==> src/rtl/core/atkm_pkg.sv <==
// shared types, constants and the character classifier for the ascii to key matrix unit
package atkm_pkg;

    // character codes with special handling
    localparam logic [7:0] CHAR_LF     = 8'h0A;
    localparam logic [7:0] CHAR_CR     = 8'h0D;
    localparam logic [7:0] CHAR_LT     = 8'h3C;
    localparam logic [7:0] CHAR_EQ     = 8'h3D;
    localparam logic [7:0] CHAR_GT     = 8'h3E;
    localparam logic [7:0] CHAR_LBRACK = 8'h5B;
    localparam logic [7:0] CHAR_BSLASH = 8'h5C;
    localparam logic [7:0] CHAR_RBRACK = 8'h5D;
    localparam logic [7:0] CHAR_CARET  = 8'h5E;
    localparam logic [7:0] CHAR_LBRACE = 8'h7B;
    localparam logic [7:0] CHAR_BAR    = 8'h7C;
    localparam logic [7:0] CHAR_RBRACE = 8'h7D;
    localparam logic [7:0] CHAR_TILDE  = 8'h7E;

    // first codes and end codes (exclusive) of the lookup ranges
    localparam logic [7:0] CTL_BASE   = 8'd8;
    localparam logic [7:0] NUM_BASE   = 8'd32;
    localparam logic [7:0] UPPER_BASE = 8'd63;
    localparam logic [7:0] LOWER_BASE = 8'd95;
    localparam logic [7:0] CTL_END    = 8'd10;
    localparam logic [7:0] NUM_END    = 8'd60;
    localparam logic [7:0] UPPER_END  = 8'd91;
    localparam logic [7:0] LOWER_END  = 8'd123;

    // strobe kinds
    localparam logic KIND_PRINT = 1'b0;
    localparam logic KIND_FEED  = 1'b1;

    // fixed switch patterns
    localparam logic [15:0] PAT_LF     = 16'h2001;
    localparam logic [15:0] PAT_BS     = 16'h0801;
    localparam logic [15:0] PAT_LPAREN = 16'h1084;
    localparam logic [15:0] PAT_RPAREN = 16'h2088;
    localparam logic [15:0] PAT_EQ     = 16'h1002;
    localparam logic [15:0] PAT_MINUS  = 16'h2002;
    localparam logic [15:0] PAT_UNDER  = 16'h2082;
    localparam logic [15:0] PAT_BSLASH = 16'h8084;
    localparam logic [15:0] PAT_CARET  = 16'h4002;
    localparam logic [15:0] PAT_SPACE  = 16'h0102;
    localparam logic [15:0] PAT_TILDE  = 16'h0202;

    // range lookup tables
    localparam logic [15:0] TAB_CTL [2] = '{16'h0801, 16'h8001};
    localparam logic [15:0] TAB_NUM [28] = '{
        16'h0102, 16'h1088, 16'h0484, 16'h0488, 16'h0288, 16'h0188, 16'h4084, 16'h0404,
        16'h1084, 16'h2088, 16'h0282, 16'h1082, 16'h0804, 16'h2002, 16'h0104, 16'h8002,
        16'h2008, 16'h1008, 16'h0808, 16'h0408, 16'h0208, 16'h0108, 16'h8004, 16'h4004,
        16'h2004, 16'h1004, 16'h0284, 16'h0204
    };
    localparam logic [15:0] TAB_UPPER [28] = '{
        16'h8002, 16'h0888, 16'h80C0, 16'h40C0, 16'h20C0, 16'h10C0, 16'h08C0, 16'h04C0,
        16'h02C0, 16'h01C0, 16'h80A0, 16'h40A0, 16'h20A0, 16'h10A0, 16'h08A0, 16'h04A0,
        16'h02A0, 16'h01A0, 16'h8090, 16'h4090, 16'h2090, 16'h1090, 16'h0890, 16'h0490,
        16'h0290, 16'h0190, 16'h8088, 16'h4088
    };
    localparam logic [15:0] TAB_LOWER [28] = '{
        16'h2082, 16'h0404, 16'h8040, 16'h4040, 16'h2040, 16'h1040, 16'h0840, 16'h0440,
        16'h0240, 16'h0140, 16'h8020, 16'h4020, 16'h2020, 16'h1020, 16'h0820, 16'h0420,
        16'h0220, 16'h0120, 16'h8010, 16'h4010, 16'h2010, 16'h1010, 16'h0810, 16'h0410,
        16'h0210, 16'h0110, 16'h8008, 16'h4008
    };

    // stroke counts
    localparam logic [1:0] CNT_NONE  = 2'd0;
    localparam logic [1:0] CNT_ONE   = 2'd1;
    localparam logic [1:0] CNT_TWO   = 2'd2;
    localparam logic [1:0] CNT_THREE = 2'd3;

    // one character's stroke sequence; strokes after the first are print strokes
    typedef struct packed {
        logic [1:0]  cnt;
        logic        k0;
        logic [15:0] p0;
        logic [15:0] p1;
        logic [15:0] p2;
    } t_cmd;

    // queue status towards the front and back
    typedef struct packed {
        logic empty;
        logic full;
    } t_q_status;

    // overstrike: first symbol, backspace, second symbol
    function automatic t_cmd make_three(logic [15:0] a, logic [15:0] b);
        t_cmd cmd;
        cmd.cnt = CNT_THREE;
        cmd.k0  = KIND_PRINT;
        cmd.p0  = a;
        cmd.p1  = PAT_BS;
        cmd.p2  = b;
        return cmd;
    endfunction

    function automatic t_cmd make_one(logic [15:0] a, logic kind);
        t_cmd cmd;
        cmd.cnt = CNT_ONE;
        cmd.k0  = kind;
        cmd.p0  = a;
        cmd.p1  = PAT_BS;
        cmd.p2  = a;
        return cmd;
    endfunction

    // turn one character into its stroke sequence
    function automatic t_cmd classify(logic [7:0] c, logic after_cr);
        t_cmd       cmd;
        logic [7:0] off_ctl;
        logic [7:0] off_num;
        logic [7:0] off_upper;
        logic [7:0] off_lower;
        off_ctl   = c - CTL_BASE;
        off_num   = c - NUM_BASE;
        off_upper = c - UPPER_BASE;
        off_lower = c - LOWER_BASE;
        cmd       = make_one(PAT_LF, KIND_FEED);
        cmd.cnt   = CNT_NONE;
        unique case (c)
            CHAR_LF: begin
                if (!after_cr) begin
                    cmd = make_one(PAT_LF, KIND_FEED);
                end
            end
            CHAR_CR:     cmd = make_one(PAT_LF, KIND_FEED);
            CHAR_LT:     cmd = make_three(PAT_LPAREN, PAT_MINUS);
            CHAR_EQ:     cmd = make_one(PAT_EQ, KIND_PRINT);
            CHAR_GT:     cmd = make_three(PAT_RPAREN, PAT_MINUS);
            CHAR_LBRACE: cmd = make_three(PAT_LPAREN, PAT_EQ);
            CHAR_BAR:    cmd = make_three(PAT_LPAREN, PAT_RPAREN);
            CHAR_RBRACE: cmd = make_three(PAT_RPAREN, PAT_EQ);
            CHAR_LBRACK: cmd = make_three(PAT_LPAREN, PAT_UNDER);
            CHAR_BSLASH: cmd = make_one(PAT_BSLASH, KIND_PRINT);
            CHAR_RBRACK: cmd = make_three(PAT_RPAREN, PAT_UNDER);
            CHAR_CARET: begin
                cmd.cnt = CNT_TWO;
                cmd.k0  = KIND_FEED;
                cmd.p0  = PAT_CARET;
                cmd.p1  = PAT_SPACE;
                cmd.p2  = PAT_SPACE;
            end
            CHAR_TILDE:  cmd = make_one(PAT_TILDE, KIND_PRINT);
            default: begin
                priority if (c >= CTL_BASE && c < CTL_END) begin
                    cmd = make_one(TAB_CTL[off_ctl[0]], KIND_PRINT);
                end else if (c >= NUM_BASE && c < NUM_END) begin
                    cmd = make_one(TAB_NUM[off_num[4:0]], KIND_PRINT);
                end else if (c >= UPPER_BASE && c < UPPER_END) begin
                    cmd = make_one(TAB_UPPER[off_upper[4:0]], KIND_PRINT);
                end else if (c >= LOWER_BASE && c < LOWER_END) begin
                    cmd = make_one(TAB_LOWER[off_lower[4:0]], KIND_PRINT);
                end else begin
                    cmd.cnt = CNT_NONE;
                end
            end
        endcase
        return cmd;
    endfunction

endpackage

==> src/rtl/core/atkm_front.sv <==
// front end: accepts characters, tracks carriage return, pushes stroke sequences
module atkm_front import atkm_pkg::*; (
    input  logic       i_clk,
    input  logic       i_rst_n,
    input  logic       i_s_tvalid,
    output logic       o_s_tready,
    input  logic [7:0] i_s_tdata,   // char_code[7:0]
    input  t_q_status  i_q_status,
    output logic       o_push,
    output t_cmd       o_push_data
);

    logic r_after_cr;
    logic n_after_cr;
    logic w_accept;
    t_cmd w_cmd;

    // handshake and classification
    assign o_s_tready  = !i_q_status.full;
    assign w_accept    = i_s_tvalid && o_s_tready;
    assign w_cmd       = classify(i_s_tdata, r_after_cr);
    assign o_push      = w_accept && (w_cmd.cnt != CNT_NONE);
    assign o_push_data = w_cmd;

    // carriage return flag: only a cr leaves it set
    always_comb begin
        n_after_cr = r_after_cr;
        if (w_accept) begin
            n_after_cr = (i_s_tdata == CHAR_CR);
        end
    end

    always_ff @(posedge i_clk) begin
        if (!i_rst_n) begin
            r_after_cr <= 1'b0;
        end else begin
            r_after_cr <= n_after_cr;
        end
    end

    // an lf straight after a cr is swallowed
    a_lf_swallowed: assert property (@(posedge i_clk) disable iff (!i_rst_n)
        (w_accept && r_after_cr && i_s_tdata == CHAR_LF) |-> !o_push)
        else $error("lf after cr was pushed");

endmodule

==> src/rtl/core/atkm_queue.sv <==
// short register queue of stroke sequences between front and back
module atkm_queue import atkm_pkg::*; #(
    parameter int DEPTH = 4
) (
    input  logic      i_clk,
    input  logic      i_rst_n,
    input  logic      i_push,
    input  t_cmd      i_push_data,
    input  logic      i_pop,
    output t_cmd      o_head,
    output t_q_status o_status
);

    localparam int PTR_W = (DEPTH > 1) ? $clog2(DEPTH) : 1;
    localparam int CNT_W = $clog2(DEPTH + 1);
    localparam logic [PTR_W-1:0] PTR_LAST = PTR_W'(DEPTH - 1);
    localparam logic [CNT_W-1:0] CNT_FULL = CNT_W'(DEPTH);

    t_cmd             r_store [DEPTH];
    logic [PTR_W-1:0] r_wr_ptr;
    logic [PTR_W-1:0] r_rd_ptr;
    logic [CNT_W-1:0] r_count;
    logic [PTR_W-1:0] n_wr_ptr;
    logic [PTR_W-1:0] n_rd_ptr;
    logic [CNT_W-1:0] n_count;
    logic             w_do_push;
    logic             w_do_pop;

    assign o_status.empty = (r_count == '0);
    assign o_status.full  = (r_count == CNT_FULL);
    assign o_head         = r_store[r_rd_ptr];
    assign w_do_push      = i_push && !o_status.full;
    assign w_do_pop       = i_pop && !o_status.empty;

    // pointer and fill count update
    always_comb begin
        n_wr_ptr = r_wr_ptr;
        n_rd_ptr = r_rd_ptr;
        n_count  = r_count;
        if (w_do_push) begin
            n_wr_ptr = (r_wr_ptr == PTR_LAST) ? '0 : r_wr_ptr + 1'b1;
        end
        if (w_do_pop) begin
            n_rd_ptr = (r_rd_ptr == PTR_LAST) ? '0 : r_rd_ptr + 1'b1;
        end
        unique case ({w_do_push, w_do_pop})
            2'b10:   n_count = r_count + 1'b1;
            2'b01:   n_count = r_count - 1'b1;
            default: n_count = r_count;
        endcase
    end

    always_ff @(posedge i_clk) begin
        if (!i_rst_n) begin
            r_wr_ptr <= '0;
            r_rd_ptr <= '0;
            r_count  <= '0;
        end else begin
            r_wr_ptr <= n_wr_ptr;
            r_rd_ptr <= n_rd_ptr;
            r_count  <= n_count;
        end
    end

    // entry storage
    always_ff @(posedge i_clk) begin
        if (w_do_push) begin
            r_store[r_wr_ptr] <= i_push_data;
        end
    end

    a_no_push_full: assert property (@(posedge i_clk) disable iff (!i_rst_n)
        o_status.full |-> !i_push)
        else $error("item pushed into full queue");

    a_push_fills: assert property (@(posedge i_clk) disable iff (!i_rst_n)
        (w_do_push && !w_do_pop) |=> !o_status.empty)
        else $error("queue empty after push");

endmodule

==> src/rtl/core/atkm_back.sv <==
// back end: steps through each stroke sequence into the output register
module atkm_back import atkm_pkg::*; (
    input  logic        i_clk,
    input  logic        i_rst_n,
    input  t_cmd        i_head,
    input  t_q_status   i_q_status,
    output logic        o_pop,
    output logic        o_m_tvalid,
    input  logic        i_m_tready,
    output logic [15:0] o_m_tdata,  // switch_pattern[15:0]
    output logic        o_m_tuser,  // strobe_kind
    output logic        o_m_tlast   // last
);

    localparam logic [1:0] STEP_FIRST  = 2'd0;
    localparam logic [1:0] STEP_SECOND = 2'd1;
    localparam logic [1:0] STEP_THIRD  = 2'd2;

    logic        r_valid;
    logic [15:0] r_pat;
    logic        r_kind;
    logic        r_last;
    logic [1:0]  r_step;
    logic        n_valid;
    logic [1:0]  n_step;
    logic        w_load;
    logic        w_final;
    logic [15:0] w_pat;
    logic        w_kind;

    // output register may take a new item when empty or being drained
    assign w_load  = !r_valid || i_m_tready;
    assign w_final = (r_step == (i_head.cnt - 2'd1));
    assign o_pop   = w_load && !i_q_status.empty && w_final;

    // stroke select
    always_comb begin
        unique case (r_step)
            STEP_FIRST: begin
                w_pat  = i_head.p0;
                w_kind = i_head.k0;
            end
            STEP_SECOND: begin
                w_pat  = i_head.p1;
                w_kind = KIND_PRINT;
            end
            default: begin
                w_pat  = i_head.p2;
                w_kind = KIND_PRINT;
            end
        endcase
    end

    // step counter and valid flag
    always_comb begin
        n_valid = r_valid;
        n_step  = r_step;
        if (w_load) begin
            n_valid = !i_q_status.empty;
            if (!i_q_status.empty) begin
                n_step = w_final ? STEP_FIRST : r_step + 2'd1;
            end
        end
    end

    always_ff @(posedge i_clk) begin
        if (!i_rst_n) begin
            r_valid <= 1'b0;
            r_step  <= STEP_FIRST;
        end else begin
            r_valid <= n_valid;
            r_step  <= n_step;
        end
    end

    // output payload
    always_ff @(posedge i_clk) begin
        if (w_load && !i_q_status.empty) begin
            r_pat  <= w_pat;
            r_kind <= w_kind;
            r_last <= w_final;
        end
    end

    assign o_m_tvalid = r_valid;
    assign o_m_tdata  = r_pat;
    assign o_m_tuser  = r_kind;
    assign o_m_tlast  = r_last;

    a_mid_seq_head: assert property (@(posedge i_clk) disable iff (!i_rst_n)
        (r_step != STEP_FIRST) |-> (!i_q_status.empty && r_step < i_head.cnt))
        else $error("sequence step without matching queue head");

    a_step_range: assert property (@(posedge i_clk) disable iff (!i_rst_n)
        r_step != 2'd3)
        else $error("step counter out of range");

    a_pop_restarts: assert property (@(posedge i_clk) disable iff (!i_rst_n)
        o_pop |=> (r_step == STEP_FIRST && o_m_tvalid && o_m_tlast))
        else $error("pop did not finish a sequence");

endmodule

==> src/rtl/core/ascii_to_typewriter_key_matrix_unit.sv <==
// top level of the ascii to typewriter key matrix unit
// the first stroke of a character is registered in the queue and then in the output register
// throughput: one stroke per cycle from the back end while the queue holds a character and the receiver is ready
// the front takes one character per cycle while the queue of QUEUE_DEPTH entries has room
// characters that give no stroke are accepted by the front but never reach the queue
// reset (synchronous, active low) empties queue and output register and clears the cr flag
module ascii_to_typewriter_key_matrix_unit import atkm_pkg::*; #(
    parameter int QUEUE_DEPTH = 4
) (
    input  logic        i_clk,
    input  logic        i_rst_n,
    input  logic        i_s_tvalid,
    output logic        o_s_tready,
    input  logic [7:0]  i_s_tdata,   // char_code[7:0]
    output logic        o_m_tvalid,
    input  logic        i_m_tready,
    output logic [15:0] o_m_tdata,   // switch_pattern[15:0]
    output logic        o_m_tuser,   // strobe_kind
    output logic        o_m_tlast    // last
);

    logic      w_push;
    t_cmd      w_push_data;
    logic      w_pop;
    t_cmd      w_head;
    t_q_status w_q_status;

    // classify characters
    atkm_front u_front (
        .i_clk       (i_clk),
        .i_rst_n     (i_rst_n),
        .i_s_tvalid  (i_s_tvalid),
        .o_s_tready  (o_s_tready),
        .i_s_tdata   (i_s_tdata),
        .i_q_status  (w_q_status),
        .o_push      (w_push),
        .o_push_data (w_push_data)
    );

    // decoupling queue
    atkm_queue #(
        .DEPTH (QUEUE_DEPTH)
    ) u_queue (
        .i_clk       (i_clk),
        .i_rst_n     (i_rst_n),
        .i_push      (w_push),
        .i_push_data (w_push_data),
        .i_pop       (w_pop),
        .o_head      (w_head),
        .o_status    (w_q_status)
    );

    // emit strokes
    atkm_back u_back (
        .i_clk      (i_clk),
        .i_rst_n    (i_rst_n),
        .i_head     (w_head),
        .i_q_status (w_q_status),
        .o_pop      (w_pop),
        .o_m_tvalid (o_m_tvalid),
        .i_m_tready (i_m_tready),
        .o_m_tdata  (o_m_tdata),
        .o_m_tuser  (o_m_tuser),
        .o_m_tlast  (o_m_tlast)
    );

endmodule

==> config.mk <==
export PLATFORM = sky130hd
export DESIGN_NAME = ascii_to_typewriter_key_matrix_unit
export DESIGN_NICKNAME = d
export VERILOG_FILES = /design/src/rtl/core/atkm_pkg.sv /design/src/rtl/core/atkm_front.sv /design/src/rtl/core/atkm_queue.sv /design/src/rtl/core/atkm_back.sv /design/src/rtl/core/ascii_to_typewriter_key_matrix_unit.sv
export SDC_FILE = /design/constraint.sdc
export NUM_CORES = 1
export LEC_CHECK = 0
export BUFFER_PORTS_ARGS = -buffer_cell sky130_fd_sc_hd__buf_2
export CORE_MARGIN = 1.5
export CORE_UTILIZATION = 40
export CTS_CLUSTER_DIAMETER = 150
export DETAILED_ROUTE_END_ITERATION = 8
export HOLD_SLACK_MARGIN = 0.06
export PLACE_DENSITY = 0.66
export SYNTH_ARGS = -nofsm -noshare
export SYNTH_HDL_FRONTEND = slang
export SYNTH_HIERARCHICAL = 1
export SYNTH_SLANG_ARGS = --single-unit
==> constraint.sdc <==
create_clock -name i_clk -period 3.7 [get_ports i_clk]
set_input_delay 0.185 -clock i_clk [delete_from_list [all_inputs] [get_ports i_clk]]
set_output_delay 0.185 -clock i_clk [all_outputs]
set_load 0.03 [all_outputs]
==> flow_summary.json <==
{
  "cts_buffers": 22,
  "n_antenna_cell": 0,
  "post-place-ws_ns": 0.316,
  "p_leak_nw": 3.98,
  "final_cell_area_um2": 11900,
  "syn_to_final_growth_pct": 11.5,
  "synth_edf_count": 222,
  "overflow": 0,
  "yosysTopAreaCellShare": 0.624,
  "cts_max_path_buffers": 3,
  "num_rows": 59,
  "period_share": 0.822,
  "cts-root-buf": "clkbuf_16",
  "wl_per_cell_um": 19.7,
  "critPathMaxFanout": 5,
  "cp-end-kind": "flip-flop",
  "start_util": 0.409,
  "clk_pin_slew_worst_paths_ns": 0.06,
  "final_nets": 762,
  "avgSynthCellArea_um2": 15.5,
  "ys_warn_count": 6,
  "dr_total_vias": 6017,
  "yosys.area.top_type": "edfxtp_1",
  "cts_tree": "done",
  "ys.flop_type": "edfxtp_1",
  "place_area_um2": 11200,
  "max_freq_mhz": 329,
  "numPortBuffers": 31,
  "hold_violations": 0,
  "layout-drive-gt1-share": 0.215,
  "layout_min_cycle_time_ns": 3.04,
  "power.density_nw_per_um2": 485,
  "drv_cap": 0,
  "die_h_um": 166,
  "antenna_found_initial": 0,
  "synth.ff_latch_count": 235,
  "ff2ff_setup_slack_ns": 0.66,
  "vdd_drop_max_uv": 283,
  "setup_violations": 0,
  "clock_latency_ns": 0.50,
  "post_cts_buffers": 0,
  "die_area_um2": 27700,
  "gp_congestion": 0.949,
  "rsz0062_at_grt": "false",
  "grt_max_degree": 52,
  "arrival_ns": 3.46,
  "drt-initial-drc-count": 643,
  "cts_resized": 0,
  "cp.required_ns": 4.12,
  "worstSetupPathType": "reg -> reg",
  "critPathLaunchType": "flip-flop",
  "io_pins": 32,
  "postRouteAntennaNets": 0,
  "finClkSkew_ns": 0.0120,
  "cts_sinks": 235,
  "first_pass_iters": 7,
  "coreArea_um2": 26100,
  "synthArstFlopShare": 0,
  "cts_hold_buf": 2,
  "hpwl_um": 13100,
  "drc": 0,
  "grt_usage": 0.156,
  "synth_cell_type_count": 74,
  "status": "finished, final reports clean",
  "grt_pass1_wl_um": 34000,
  "h-tree-depth": 1,
  "grt_pass1_vias": 5990,
  "worstHoldPathType": "in -> reg",
  "syn_area_um2": 10700,
  "hp-start": "i_rst_n",
  "worst_pin_slew_ns": 0.996,
  "seq_area_frac_synth": 0.648,
  "totalWireLength_um": 21300,
  "via_per_inst": 5.55,
  "relSlewSlack": 0.336,
  "syn_inst": 690,
  "setup_ws_ns": 0.659,
  "slew_violations": 0,
  "ys_top_cells_by_area": "edfxtp_1 62%, mux4_2 11%, dfxtp_1 2.4%, nand2_1 2.1%, ha_1 1.9%",
  "die_w_um": 166,
  "final.setup.tns_ns": 0
}
-- flip-flops by register name, indices dropped and copies added (netlist names), named ones only --
signal and flops:
u_queue/r_store 204, u_back/o_m_tdata 16, u_queue/r_count 3, u_back/r_step 2, u_queue/r_rd_ptr 2, u_queue/r_wr_ptr 2
u_back/o_m_tlast 1, u_back/o_m_tuser 1, u_back/o_m_tvalid 1, u_front/r_after_cr 1
-- final cells by class --
| cell class | instances | area (um2) |
|---|---|---|
| clock buffers | 26 | 587 |
| fillers | 2290 | 14200 |
| flip-flops and latches | 235 | 6930 |
| inverters | 24 | 90.1 |
| clock inverters | 14 | 113 |
| repair buffers | 68 | 488 |
| multi-input cells | 382 | 3290 |
| well taps | 335 | 419 |
-- synth_stat cells (all sizes together), types with 5 or more instances --
| master | instances |
|---|---|
| a21oi | 10 |
| a22oi | 20 |
| a31oi | 7 |
| and2 | 12 |
| and3 | 5 |
| buf | 52 |
| clkbuf | 8 |
| dfxtp | 13 |
| edfxtp | 222 |
| ha | 16 |
| inv | 23 |
| mux2i | 5 |
| mux4 | 51 |
| nand2 | 62 |
| nand2b | 5 |
| nand3 | 15 |
| nor2 | 22 |
| nor2b | 11 |
| nor3 | 11 |
| nor3b | 6 |
| o21ai | 25 |
| or3 | 9 |
| xnor2 | 6 |
-- through the flow --
stage           util  hold WS (ns)  power [mW]  cells
3_5_place_dp   0.428         0.494        3.67   1042
6_report       0.456        0.0944        5.78   1084
5_1_grt        0.456        0.0997        5.99   1084
3_3_place_gp   0.428         0.485        3.66   1042
4_1_cts        0.456        0.0755        5.84   1084
2_1_floorplan      -         0.303        3.49    701
-- logic make-up (layout without fill, tap and decap cells) --
kind of cell,count (synthesis),count (layout),synth area share
xor+xnor,9,9,0.00738
flops,235,235,0.648
buf+inv,84,132,0.0489
fa+ha+maj,17,17,0.0206
compound gates,115,115,0.0780
simple gates,172,172,0.0831
other cells,1,12,0.000351
mux,57,57,0.114
-- final timing paths --
kind | cells after the start | to
worst max-delay path | 12 | u_queue/r_count[2]
worst min-delay path | 2 | u_queue/r_count[2]
worst max register to register | 12 | u_queue/r_count[2]
worst min register to register | 2 | u_back/r_step[1]
-- cell usage in the layout (no fill, tap or decap), types with 7 or more instances in the layout --
master	n
a31oi_1	7
nor2_1	20
and2_1	8
conb_1	12
a21oi_1	10
dfxtp_1	11
buf_2	31
mux4_2	50
o21ai_0	22
nand3_1	15
ha_1	16
edfxtp_1	222
clkbuf_16	23
clkinv_1	9
nor3_1	11
inv_1	23
buf_4	31
a22oi_1	20
nand2_1	60
or3_1	9
nor2b_1	11
-- worst max-delay path, cell delays in order (launching register included) --
cell and delay [ns]:
dfxtp_4 0.36, mux4_1 0.57, xnor2_1 0.19, mux2i_1 0.16, nor3_1 0.20, o31ai_1 0.17
inv_1 0.10, ha_1 0.18, inv_1 0.06, fa_1 0.37, xor2_1 0.15, or3_1 0.30
a21boi_0 0.16
-- where the power goes --
part / internal [mW] / total, mW / switching, mW
registers: 3.02 / 3.05 / 0.0255
logic: 0.192 / 0.561 / 0.369
clock network: 1.27 / 2.18 / 0.907
total: 4.48 / 5.78 / 1.30
-- metal layers --
layer	GRT usage	wire length (um)
met4	0.0439	411
met5	0	0
met3	0.0216	1120
met1	0.219	9490
met2	0.255	10300
Power figures use the tool's default switching activity.
